[src/bdq_pkg.sv]
`default_nettype none
package bdq_pkg;

   localparam int VAL_W  = 32;
   localparam int KIND_W = 3;
   localparam int ST_W   = 2;
   localparam int LEN_W  = 5;

   // operation codes
   localparam logic [KIND_W-1:0] K_PUSH_FRONT = 3'd0;
   localparam logic [KIND_W-1:0] K_PUSH_BACK  = 3'd1;
   localparam logic [KIND_W-1:0] K_POP_FRONT  = 3'd2;
   localparam logic [KIND_W-1:0] K_POP_BACK   = 3'd3;
   localparam logic [KIND_W-1:0] K_REMOVE     = 3'd4;
   localparam logic [KIND_W-1:0] K_READ_OUT   = 3'd5;

   // status codes
   localparam logic [ST_W-1:0] ST_OK        = 2'd0;
   localparam logic [ST_W-1:0] ST_EMPTY     = 2'd1;
   localparam logic [ST_W-1:0] ST_NOT_FOUND = 2'd2;
   localparam logic [ST_W-1:0] ST_FULL      = 2'd3;

   typedef struct packed {
      logic [KIND_W-1:0]       kind;
      logic signed [VAL_W-1:0] value;
   } req_type;

   typedef struct packed {
      logic [ST_W-1:0]         status;
      logic signed [VAL_W-1:0] entry;
      logic                    entry_valid;
      logic                    last;
      logic [LEN_W-1:0]        length;
   } rsp_type;

endpackage
`default_nettype wire

[src/bdq_ram.sv]
`default_nettype none
module bdq_ram
   import bdq_pkg::*;
#(
   parameter int DEPTH  = 16,
   parameter int ADDR_W = 4
) (
   input  wire logic                    clock,
   input  wire logic                    wr_en,
   input  wire logic [ADDR_W-1:0]       wr_addr,
   input  wire logic signed [VAL_W-1:0] wr_data,
   input  wire logic                    rd_en,
   input  wire logic [ADDR_W-1:0]       rd_addr,
   output logic signed [VAL_W-1:0]      rd_data
);

   logic signed [VAL_W-1:0] mem [DEPTH];
   logic signed [VAL_W-1:0] rd_ff;

   always_ff @(posedge clock) begin
      if (wr_en) begin
         mem[wr_addr] <= wr_data;
      end
      // read data holds while rd_en is low, so a stalled read-out keeps its word
      if (rd_en) begin
         rd_ff <= mem[rd_addr];
      end
   end

   assign rd_data = rd_ff;

endmodule
`default_nettype wire

[src/bdq_ctrl.sv]
`default_nettype none
module bdq_ctrl
   import bdq_pkg::*;
#(
   parameter int CAPACITY = 16,
   parameter int PTR_W    = 4,
   parameter int OCC_W    = 5
) (
   input  wire logic                    clock,
   input  wire logic                    reset,
   input  wire logic                    req_valid,
   output logic                         req_ready,
   input  wire req_type                 req_data,
   output logic                         rsp_valid,
   input  wire logic                    rsp_ready,
   output rsp_type                      rsp_data,
   output logic                         wr_en,
   output logic [PTR_W-1:0]             wr_addr,
   output logic signed [VAL_W-1:0]      wr_data,
   output logic                         rd_en,
   output logic [PTR_W-1:0]             rd_addr,
   input  wire logic signed [VAL_W-1:0] rd_data
);

   localparam int CNT_W = PTR_W + 1;
   localparam logic [CNT_W-1:0] CAP_C = CNT_W'(CAPACITY);
   localparam logic [OCC_W-1:0] CAP_O = OCC_W'(CAPACITY);

   localparam logic [1:0] S_IDLE  = 2'd0;
   localparam logic [1:0] S_SRCH  = 2'd1;
   localparam logic [1:0] S_SHIFT = 2'd2;
   localparam logic [1:0] S_READ  = 2'd3;

   logic [1:0]              state_ff, state_in;
   logic [PTR_W-1:0]        head_ff, head_in;
   logic [OCC_W-1:0]        occ_ff, occ_in;
   logic [PTR_W-1:0]        idx_ff, idx_in;
   logic signed [VAL_W-1:0] value_ff, value_in;
   logic                    rsp_valid_ff, rsp_valid_in;
   rsp_type                 rsp_ff, rsp_in;

   logic             free, full, empty, at_end, shift_end, load, load_entry;
   logic [ST_W-1:0]  st;
   logic [CNT_W-1:0] idx_inc, idx_inc2;

   // logical position to physical slot, ring starting at head
   function automatic logic [PTR_W-1:0] phys(input logic [PTR_W-1:0] head,
                                             input logic [PTR_W-1:0] pos);
      logic [CNT_W-1:0] s;
      s = {1'b0, head} + {1'b0, pos};
      if (s >= CAP_C) begin
         s = s - CAP_C;
      end
      return s[PTR_W-1:0];
   endfunction

   function automatic logic [PTR_W-1:0] ring_dec(input logic [PTR_W-1:0] head);
      logic [PTR_W-1:0] r;
      if (head == '0) begin
         r = PTR_W'(CAPACITY - 1);
      end else begin
         r = head - PTR_W'(1);
      end
      return r;
   endfunction

   assign free      = !rsp_valid_ff || rsp_ready;
   assign full      = occ_ff == CAP_O;
   assign empty     = occ_ff == '0;
   assign idx_inc   = {1'b0, idx_ff} + CNT_W'(1);
   assign idx_inc2  = {1'b0, idx_ff} + CNT_W'(2);
   assign at_end    = idx_inc == CNT_W'(occ_ff);
   assign shift_end = idx_inc2 == CNT_W'(occ_ff);
   assign req_ready = (state_ff == S_IDLE) && !rsp_valid_ff;

   always_comb begin
      state_in   = state_ff;
      head_in    = head_ff;
      occ_in     = occ_ff;
      idx_in     = idx_ff;
      value_in   = value_ff;
      wr_en      = 1'b0;
      wr_addr    = phys(head_ff, occ_ff[PTR_W-1:0]);
      wr_data    = req_data.value;
      rd_en      = 1'b0;
      rd_addr    = head_ff;
      load       = 1'b0;
      load_entry = 1'b0;
      st         = ST_OK;

      case (state_ff)
         S_IDLE: begin
            if (req_valid && req_ready) begin
               value_in = req_data.value;
               idx_in   = '0;
               case (req_data.kind)
                  K_PUSH_FRONT: begin
                     load = 1'b1;
                     if (full) begin
                        st = ST_FULL;
                     end else begin
                        head_in = ring_dec(head_ff);
                        wr_en   = 1'b1;
                        wr_addr = ring_dec(head_ff);
                        occ_in  = occ_ff + OCC_W'(1);
                     end
                  end
                  K_PUSH_BACK: begin
                     load = 1'b1;
                     if (full) begin
                        st = ST_FULL;
                     end else begin
                        wr_en  = 1'b1;
                        occ_in = occ_ff + OCC_W'(1);
                     end
                  end
                  K_POP_FRONT: begin
                     load = 1'b1;
                     if (empty) begin
                        st = ST_EMPTY;
                     end else begin
                        head_in = phys(head_ff, PTR_W'(1));
                        occ_in  = occ_ff - OCC_W'(1);
                     end
                  end
                  K_POP_BACK: begin
                     load = 1'b1;
                     if (empty) begin
                        st = ST_EMPTY;
                     end else begin
                        occ_in = occ_ff - OCC_W'(1);
                     end
                  end
                  K_REMOVE: begin
                     if (empty) begin
                        load = 1'b1;
                        st   = ST_EMPTY;
                     end else begin
                        rd_en    = 1'b1;
                        state_in = S_SRCH;
                     end
                  end
                  K_READ_OUT: begin
                     if (empty) begin
                        load = 1'b1;
                        st   = ST_EMPTY;
                     end else begin
                        rd_en    = 1'b1;
                        state_in = S_READ;
                     end
                  end
                  default: begin
                     load = 1'b1;
                  end
               endcase
            end
         end
         S_SRCH: begin
            // rd_data holds the entry at idx_ff
            if (rd_data == value_ff) begin
               if (at_end) begin
                  occ_in   = occ_ff - OCC_W'(1);
                  load     = 1'b1;
                  state_in = S_IDLE;
               end else begin
                  rd_en    = 1'b1;
                  rd_addr  = phys(head_ff, idx_inc[PTR_W-1:0]);
                  state_in = S_SHIFT;
               end
            end else if (at_end) begin
               load     = 1'b1;
               st       = ST_NOT_FOUND;
               state_in = S_IDLE;
            end else begin
               idx_in  = idx_inc[PTR_W-1:0];
               rd_en   = 1'b1;
               rd_addr = phys(head_ff, idx_inc[PTR_W-1:0]);
            end
         end
         S_SHIFT: begin
            // close the gap: entry idx+1 moves down to idx
            wr_en   = 1'b1;
            wr_addr = phys(head_ff, idx_ff);
            wr_data = rd_data;
            idx_in  = idx_inc[PTR_W-1:0];
            if (shift_end) begin
               occ_in   = occ_ff - OCC_W'(1);
               load     = 1'b1;
               state_in = S_IDLE;
            end else begin
               rd_en   = 1'b1;
               rd_addr = phys(head_ff, idx_inc2[PTR_W-1:0]);
            end
         end
         S_READ: begin
            if (free) begin
               load       = 1'b1;
               load_entry = 1'b1;
               if (at_end) begin
                  state_in = S_IDLE;
               end else begin
                  idx_in  = idx_inc[PTR_W-1:0];
                  rd_en   = 1'b1;
                  rd_addr = phys(head_ff, idx_inc[PTR_W-1:0]);
               end
            end
         end
         default: begin
            state_in = S_IDLE;
         end
      endcase

      rsp_valid_in = rsp_valid_ff;
      rsp_in       = rsp_ff;
      if (load) begin
         rsp_valid_in       = 1'b1;
         rsp_in.status      = st;
         rsp_in.entry       = load_entry ? rd_data : '0;
         rsp_in.entry_valid = load_entry;
         rsp_in.last        = load_entry ? at_end : 1'b1;
         rsp_in.length      = LEN_W'(occ_in);
      end else if (rsp_ready) begin
         rsp_valid_in = 1'b0;
      end
   end

   always_ff @(posedge clock) begin
      if (reset) begin
         state_ff     <= S_IDLE;
         head_ff      <= '0;
         occ_ff       <= '0;
         idx_ff       <= '0;
         rsp_valid_ff <= 1'b0;
      end else begin
         state_ff     <= state_in;
         head_ff      <= head_in;
         occ_ff       <= occ_in;
         idx_ff       <= idx_in;
         rsp_valid_ff <= rsp_valid_in;
      end
   end

   always_ff @(posedge clock) begin
      value_ff <= value_in;
      rsp_ff   <= rsp_in;
   end

   assign rsp_valid = rsp_valid_ff;
   assign rsp_data  = rsp_ff;

endmodule
`default_nettype wire

[src/bounded_deque_with_remove_by_value_unit.sv]
`default_nettype none
// Bounded deque of up to CAPACITY signed 32-bit values, held as a ring in a
// single-port-write, registered-read RAM with a head pointer and a count.
// Push front/back and pop front/back answer with one status transfer.
// Remove-by-value walks the list front first, one entry per cycle through
// the RAM read port and a single comparator, then closes the gap one entry
// per cycle from the match onwards: walk and gap closing together visit
// every entry held, matched or not, before the status transfer. Read-out
// returns one transfer per entry, one per cycle while rsp_ready stays high,
// the last one flagged. The next request is taken once the final response
// has been transferred. No clearing pass after reset.
module bounded_deque_with_remove_by_value_unit
   import bdq_pkg::*;
#(
   parameter int CAPACITY = 16
) (
   input  wire logic    clock,
   input  wire logic    reset,
   input  wire logic    req_valid,
   output logic         req_ready,
   input  wire req_type req_data,
   output logic         rsp_valid,
   input  wire logic    rsp_ready,
   output rsp_type      rsp_data
);

   localparam int PTR_W = $clog2(CAPACITY);
   localparam int OCC_W = $clog2(CAPACITY + 1);

   logic                    wr_en, rd_en;
   logic [PTR_W-1:0]        wr_addr, rd_addr;
   logic signed [VAL_W-1:0] wr_data, rd_data;

   bdq_ctrl #(
      .CAPACITY (CAPACITY),
      .PTR_W    (PTR_W),
      .OCC_W    (OCC_W)
   ) u_ctrl (
      .clock     (clock),
      .reset     (reset),
      .req_valid (req_valid),
      .req_ready (req_ready),
      .req_data  (req_data),
      .rsp_valid (rsp_valid),
      .rsp_ready (rsp_ready),
      .rsp_data  (rsp_data),
      .wr_en     (wr_en),
      .wr_addr   (wr_addr),
      .wr_data   (wr_data),
      .rd_en     (rd_en),
      .rd_addr   (rd_addr),
      .rd_data   (rd_data)
   );

   bdq_ram #(
      .DEPTH  (CAPACITY),
      .ADDR_W (PTR_W)
   ) u_ram (
      .clock   (clock),
      .wr_en   (wr_en),
      .wr_addr (wr_addr),
      .wr_data (wr_data),
      .rd_en   (rd_en),
      .rd_addr (rd_addr),
      .rd_data (rd_data)
   );

`ifndef SYNTHESIS
   a_busy_after_req: assert property (@(posedge clock) disable iff (reset)
      req_valid && req_ready |=> !req_ready)
      else $error("request taken while previous one still in progress");

   a_status_is_last: assert property (@(posedge clock) disable iff (reset)
      rsp_valid |-> rsp_data.entry_valid || rsp_data.last)
      else $error("status response not marked last");

   a_entry_ok: assert property (@(posedge clock) disable iff (reset)
      rsp_valid && rsp_data.entry_valid |-> rsp_data.status == ST_OK)
      else $error("read-out entry with non-ok status");

   a_len_bound: assert property (@(posedge clock) disable iff (reset)
      rsp_valid |-> rsp_data.length <= LEN_W'(CAPACITY) || CAPACITY > 31)
      else $error("length beyond capacity");
`endif

endmodule
`default_nettype wire

[config.mk]
export PLATFORM = sky130hd
export DESIGN_NAME = bounded_deque_with_remove_by_value_unit
export DESIGN_NICKNAME = d
export VERILOG_FILES = /design/src/bdq_pkg.sv /design/src/bdq_ram.sv /design/src/bdq_ctrl.sv /design/src/bounded_deque_with_remove_by_value_unit.sv
export SDC_FILE = /design/constraint.sdc
export NUM_CORES = 1
export LEC_CHECK = 0
export ABC_AREA = 0
export BUFFER_PORTS_ARGS = -buffer_cell sky130_fd_sc_hd__buf_2
export CELL_PAD_IN_SITES_DETAIL_PLACEMENT = 2
export CELL_PAD_IN_SITES_GLOBAL_PLACEMENT = 2
export CORE_MARGIN = 4
export CORE_UTILIZATION = 25
export DETAILED_ROUTE_END_ITERATION = 8
export HOLD_SLACK_MARGIN = 0.03
export PLACE_DENSITY_LB_ADDON = 0.1
export REMOVE_ABC_BUFFERS = 1
export SYNTH_ARGS = -nofsm -noshare
export SYNTH_HDL_FRONTEND = slang
export SYNTH_SLANG_ARGS = --single-unit
[constraint.sdc]
create_clock -name clock -period 5.2 [get_ports clock]
set_clock_uncertainty 0.05 [all_clocks]
set_input_delay 0.52 -clock clock [delete_from_list [all_inputs] [get_ports clock]]
set_output_delay 0.52 -clock clock [all_outputs]
set_load 0.02 [all_outputs]
; ---- Word-level counts from Yosys, hierarchy flattened
; Memory sizes are Yosys's and may differ from the RTL's. A register that Yosys moved wholly into a read port is not among the register bits.
; Index checks and enable logic that the tools add are counted.
[totals]
regBits = 89
ram_bits = 512
inputBits = 39
output_inout_bits = 43
memories = 1
[classes]
addsub = 15
magnitude_cmp = 5
eq_ne = 21
mux = 71
reduce_logical = 18
[memory_table]
columns = name, depth, word_bits, read_ports, rd_ports_with_merged_regs, wr, line
row1 = u_ram.mem, 16, 32, 1, 1, 1, bdq_ram.sv:17  ; logic signed [VAL_W-1:0] mem [DEPTH];
[ops]
columns = cell, n
row1 = $mux W4, 18
row2 = $eq A32 B32 Y1, 1
row3 = $mux W32, 1
row4 = $mux W5, 6
row5 = $ge A5 B5 Y1 const B, 5
row6 = $mux W2, 12
row7 = $sub A4 B1 Y4 const B, 6
row8 = $mux W1, 21
row9 = $add A4 B4 Y5, 4
row10 = $pmux W4 S2, 2
row11 = $pmux W4 S4, 1
row12 = $pmux W5 S3, 1
row13 = $pmux W2 S2, 3
row14 = $pmux W4 S3, 1
row15 = $add A4 B1 Y5 const B, 2
row16 = $eq A5 B5 Y1, 2
row17 = $pmux W5 S2, 1
row18 = $ne A3 B3 Y1 const B, 3
row19 = $ne A2 B2 Y1 const B, 4
row20 = $pmux W1 S4, 2
row21 = $pmux W2 S4, 1
row22 = $eq A3 B2 Y1 const B, 2
row23 = $eq A3 B3 Y1 const B, 2
row24 = $reduce_and A6 Y1, 1
row25 = other kinds (22), 28

; ---- Logic depth before layout (Yosys ltp)
[logic_depth]
word_depth = 7
depth_mapped = 13

; ---- Modules after synthesis
; A second synthesis with hierarchy kept.
[unflattened]
cells_unflattened = 1395
area_unflattened_um2 = 25533.2
[modules_own_cells]
columns = module, n_inst, cells_per_inst, area_per_inst_um2
row1 = bdq_ram, 1, 838, 20155.6
row2 = bdq_ctrl, 1, 557, 5377.7

; ---- Worst setup path after synthesis
; No wires, ideal clock.
[synth_timing]
path_kind = reg-to-reg
from = register u_ctrl.occ_ff[1]
to = memory u_ram.mem[12][0], enable pin
setup_time_ns = 0.421
t_arrival_ns = 4.050
path_slack_ns = 0.678
path_stages_with_launch = 13
period_less_slack_ns = 4.522
cell_sequence = dfxtp_1 -> clkbuf_1 -> inv_1 -> ha_1 -> or3b_2 -> clkbuf_1 -> o21ai_0 -> nor3_1 -> nor2_1 -> nor2_1 -> o22a_1 -> or2_2 -> nor2_1
[synth_between]
elab_chain_len = 7
elab_cells_between_ends = 15
classes_between = add/sub (2) / order compare (1) / eq/ne (1) / mux (11)
[synth_lines]
columns = item, line
row1 = from (decl), bdq_ctrl.sv:36  ; logic [OCC_W-1:0] occ_ff, occ_in;
row2 = from (signal assigned), bdq_ctrl.sv:237  ; occ_ff <= occ_in;
row3 = $add A4 B4 Y5 / $eq A5 B5 Y1 (equally long branches), "bdq_ctrl.sv:50, bdq_ctrl.sv:68"
row4 = $sub A4 B1 Y4 (tied with other cells), bdq_ctrl.sv:52  ; s = s - CAP_C;
row5 = $mux W4 / $mux W1 (equally long branches), --
row6 = $mux W4 / $mux W1 (equally long branches), "bdq_ctrl.sv:99, bdq_ctrl.sv:93"
row7 = $mux W4 / $pmux W1 S2 (equally long branches), "bdq_ctrl.sv:96, bdq_ctrl.sv:91"
row8 = $mux W4 / $mux W1 (equally long branches), "bdq_ctrl.sv:93, bdq_ram.sv:21"
row9 = $pmux W4 S2 / $mux W1 (equally long branches), "bdq_ctrl.sv:91, bdq_ram.sv:22"
row10 = to (decl), bdq_ram.sv:17
; Several ways; a longest one is shown, not always the timed one.

; ---- Worst setup path after layout
[layout_timing]
from = register u_ctrl.occ_ff[1]
to = memory u_ram.mem[3][29], enable pin
; The elaborated chain is that of the path after synthesis.

==> run metrics <==
status=completed; most numerous cell in the Yosys netlist=sky130_fd_sc_hd__edfxtp_1; die width=329 µm; HPWL Detailed=48.4 mm; RR Startpoint=u_ctrl.occ_ff[1]; cell type with the highest aggregate area in the netlist=sky130_fd_sc_hd__edfxtp_1; DP Cell Count=3022; Setup Crit Path Kind=register to register; endpoints failing hold=0; DR WL/cell=26.7 µm; flops & latches, synth=633; worst slew slack as a fraction of its limit=34.2%; IO Port Bufs=81; total number of vias=14800; R2R depth=11; maximum buffer depth of the clock tree=3; initial core utilization=25.2%; synth-to-layout area growth=20.5%; WL final=85.4 mm; Hold Path Class=primary input to register; FFs w/ async S/R, synth=0%; Critical path destination=u_ram.mem[3][29]; post-route cell area=31000 µm²; number of flops mapped to enable cells by yosys=617; vias in the first global route=16400; height of the die=329 µm; setup repair after global routing missed its margin=false; actual slew at the worst max-slew pin=987 ps; number of pins exceeding their max-slew limit in the final report=0; total DRC errors in the routed layout=0; timing-limited maximum frequency=0.217 GHz; number of nets with antenna violations after routing=0; Reg2Reg Capture Point=u_ram.mem[3][29]; core footprint=102000 µm²; highest ir drop seen on vdd=0.254 mV; main area contributors after synthesis=sky130_fd_sc_hd__edfxtp_1 (72%), sky130_fd_sc_hd__mux2i_1 (10%), sky130_fd_sc_hd__o22ai_1 (3.3%); Tcrit/Tclk final=88.6%; arrival time at the worst endpoint=4870 ps; Clk Tree Root Cell=sky130_fd_sc_hd__clkbuf_16; Synth top cells by count=sky130_fd_sc_hd__edfxtp_1 (617), sky130_fd_sc_hd__mux2i_1 (257), sky130_fd_sc_hd__o22ai_1 (136); final total power=12.1 mW; clock slew at reported path FFs=60 ps; Placement Cell Area=28300 µm²; flip-flop cell with the highest count after synthesis=sky130_fd_sc_hd__edfxtp_1; share of synthesized area occupied by flip-flops and latches=73.2%; number of sinks handled by clock tree synthesis=633; Num CTS Buffers=78; count of final setup violators=0; source-to-sink clock delay at the later pin of the worst-skew pair=650 ps; first-pass iteration count of the detailed router=4; warnings from Yosys=0; leakage power summed over all cells=9.88 nW; std cell rows=117; Critical Path Start Type=register; maximum net fanout on the critical path=24; first-iteration detailed-routing DRC count=930; final cell count without fillers=3197; Post-Syn Area per Cell=16.1 µm²; antenna violations before repair=1; all-layer global routing usage=15.8%; setup repair bufs after CTS=0; global-route wire length before repair=122 mm; die footprint=108000 µm²; Fillers=10500; via density per instance=4.62; clock period minus final worst setup slack=4610 ps; final weighted congestion of routability-driven global placement=0.729; clock tree from TritonCTS=built; total I/O pin count=82; Mapped Area=25700 µm²; distinct cell type count of the synthesized netlist=63; remaining global-route overflow=0; Worst Path Required=5460 ps; worst setup slack for register-to-register paths=590 ps; maximum level of the CTS H-tree=3; total number of nets in the final design=1824; maximum number of pins on one net before global-route repair=53; share of the synthesized area in the top cell type=72.0%; total of max-cap violations=0; post-synthesis instance total=1594; Setup crit start=u_ctrl.occ_ff[1]; layout cell share with drive strength beyond 1=15.6%; type of element capturing the critical path=register; PD cells=389 nW/µm²
[how the worst min path moves through the flow]
| stage | from | to | slack (ps) | depth (start not counted) |
|---|---|---|---|---|
| final | req_data[25] | u_ctrl.value_ff[25] | 90 | 1 |
| after global routing | req_data[25] | u_ctrl.value_ff[25] | 40 | 1 |
| after CTS | req_data[25] | u_ctrl.value_ff[25] | 50 | 1 |
| after detailed placement | u_ctrl.idx_ff[2] | u_ctrl.idx_ff[2] | 560 | 2 |
| after global placement | u_ctrl.idx_ff[2] | u_ctrl.idx_ff[2] | 530 | 2 |
| after floorplan | u_ctrl.idx_ff[2] | u_ctrl.idx_ff[2] | 470 | 2 |
[cells by family (layout without fill, tap and decap cells)]
logic type / count (synthesis) / after routing / share of synthesized area [%]
AOI/OAI and AO/OA: 218 / 218 / 5.51
xor gates and xnor gates: 58 / 58 / 2.06
adders and majority gates: 22 / 22 / 1.19
buffers and inverters: 95 / 329 / 1.84
DFF: 633 / 633 / 73.2
muxes: 258 / 258 / 10.0
other: 0 / 1 / 0
and+or+nand+nor: 310 / 310 / 6.13
[critical path: stages, from the launching register on]
cell and delay [ps]:
sky130_fd_sc_hd__dfxtp_1 540, sky130_fd_sc_hd__inv_1 220, sky130_fd_sc_hd__ha_1 300, sky130_fd_sc_hd__or3b_2 550
sky130_fd_sc_hd__o21ai_1 550, sky130_fd_sc_hd__nor3_1 240, sky130_fd_sc_hd__a22oi_1 270, sky130_fd_sc_hd__o22ai_1 150
sky130_fd_sc_hd__nor2b_1 250, sky130_fd_sc_hd__nand2b_1 300, sky130_fd_sc_hd__nor2b_4 510, sky130_fd_sc_hd__buf_12 320
[power by group]
part / total (mW) / switching [mW] / leakage, nW / internal (mW)
logic: 1.00 / 0.658 / 2.95 / 0.342
registers: 5.81 / 0.0625 / 5.74 / 5.75
clock network: 5.24 / 2.23 / 1.19 / 3.01
total: 12.1 / 2.95 / 9.88 / 9.10
[placed cells by master (no fill, tap or decap), types with 29 or more instances in the layout]
| cell type | netlist | layout |
|---|---|---|
| sky130_fd_sc_hd__xnor2_1 | 46 | 46 |
| sky130_fd_sc_hd__dlygate4sd3_1 | 0 | 29 |
| sky130_fd_sc_hd__clkbuf_16 | 0 | 78 |
| sky130_fd_sc_hd__edfxtp_1 | 617 | 617 |
| sky130_fd_sc_hd__buf_4 | 13 | 37 |
| sky130_fd_sc_hd__or4_1 | 32 | 32 |
| sky130_fd_sc_hd__nand2_1 | 123 | 122 |
| sky130_fd_sc_hd__and2_1 | 37 | 37 |
| sky130_fd_sc_hd__mux2i_1 | 257 | 257 |
| sky130_fd_sc_hd__o22ai_1 | 136 | 136 |
| sky130_fd_sc_hd__buf_2 | 34 | 81 |
[per-layer routing]
metal | vias to the layer above | global-route usage, % | part of all wire [%]
met2 | 210 | 27.6 | 50
met5 | - | 0 | 0
met1 | 7890 | 20.5 | 45
met3 | 86 | 2.59 | 3.2
li1 | 6569 | - | -
met4 | 0 | 3.28 | 1.6
[layout make-up]
| cell class | instances | area [µm²] | share of cell area, % |
|---|---|---|---|
| multi-input cells | 866 | 6570 | 21.2 |
| diodes | 1 | 2.50 | 0.00807 |
| repair buffers | 166 | 1350 | 4.37 |
| flip-flops and latches | 633 | 18800 | 60.8 |
| clock inverters | 47 | 414 | 1.34 |
| well taps | 1368 | 1710 | 5.52 |
| clock buffers | 98 | 2040 | 6.57 |
| inverters | 18 | 67.6 | 0.218 |
[flip-flops by register name, summed over array words and instances, names as in the netlist]
register and cells:
u_ctrl.head_ff 4, u_ctrl.idx_ff 4, u_ctrl.occ_ff 5, u_ctrl.rsp_data 41
u_ctrl.rsp_valid 1, u_ctrl.state_ff 2, u_ctrl.value_ff 32, u_ram.mem 512
u_ram.rd_data 32
[metrics by stage]
step	setup TNS [ps]	worst slack, ps	util (%)	hold slack [ps]
global route	0	323	30.4	40.8
detailed placement	0	197	27.7	556
floorplan	-406890	-12720	-	474
finish	0	593	30.4	89.6
CTS	0	165	30.4	45.2
global placement	0	202	27.7	525
[repair_timing]
item                                   CTS  global route
endpoints found under the hold margin   29             0
hold buffers                            29             0
gates resized for setup                  0             1
setup endpoints to repair                0            30
Power figures use the tool's default switching activity.
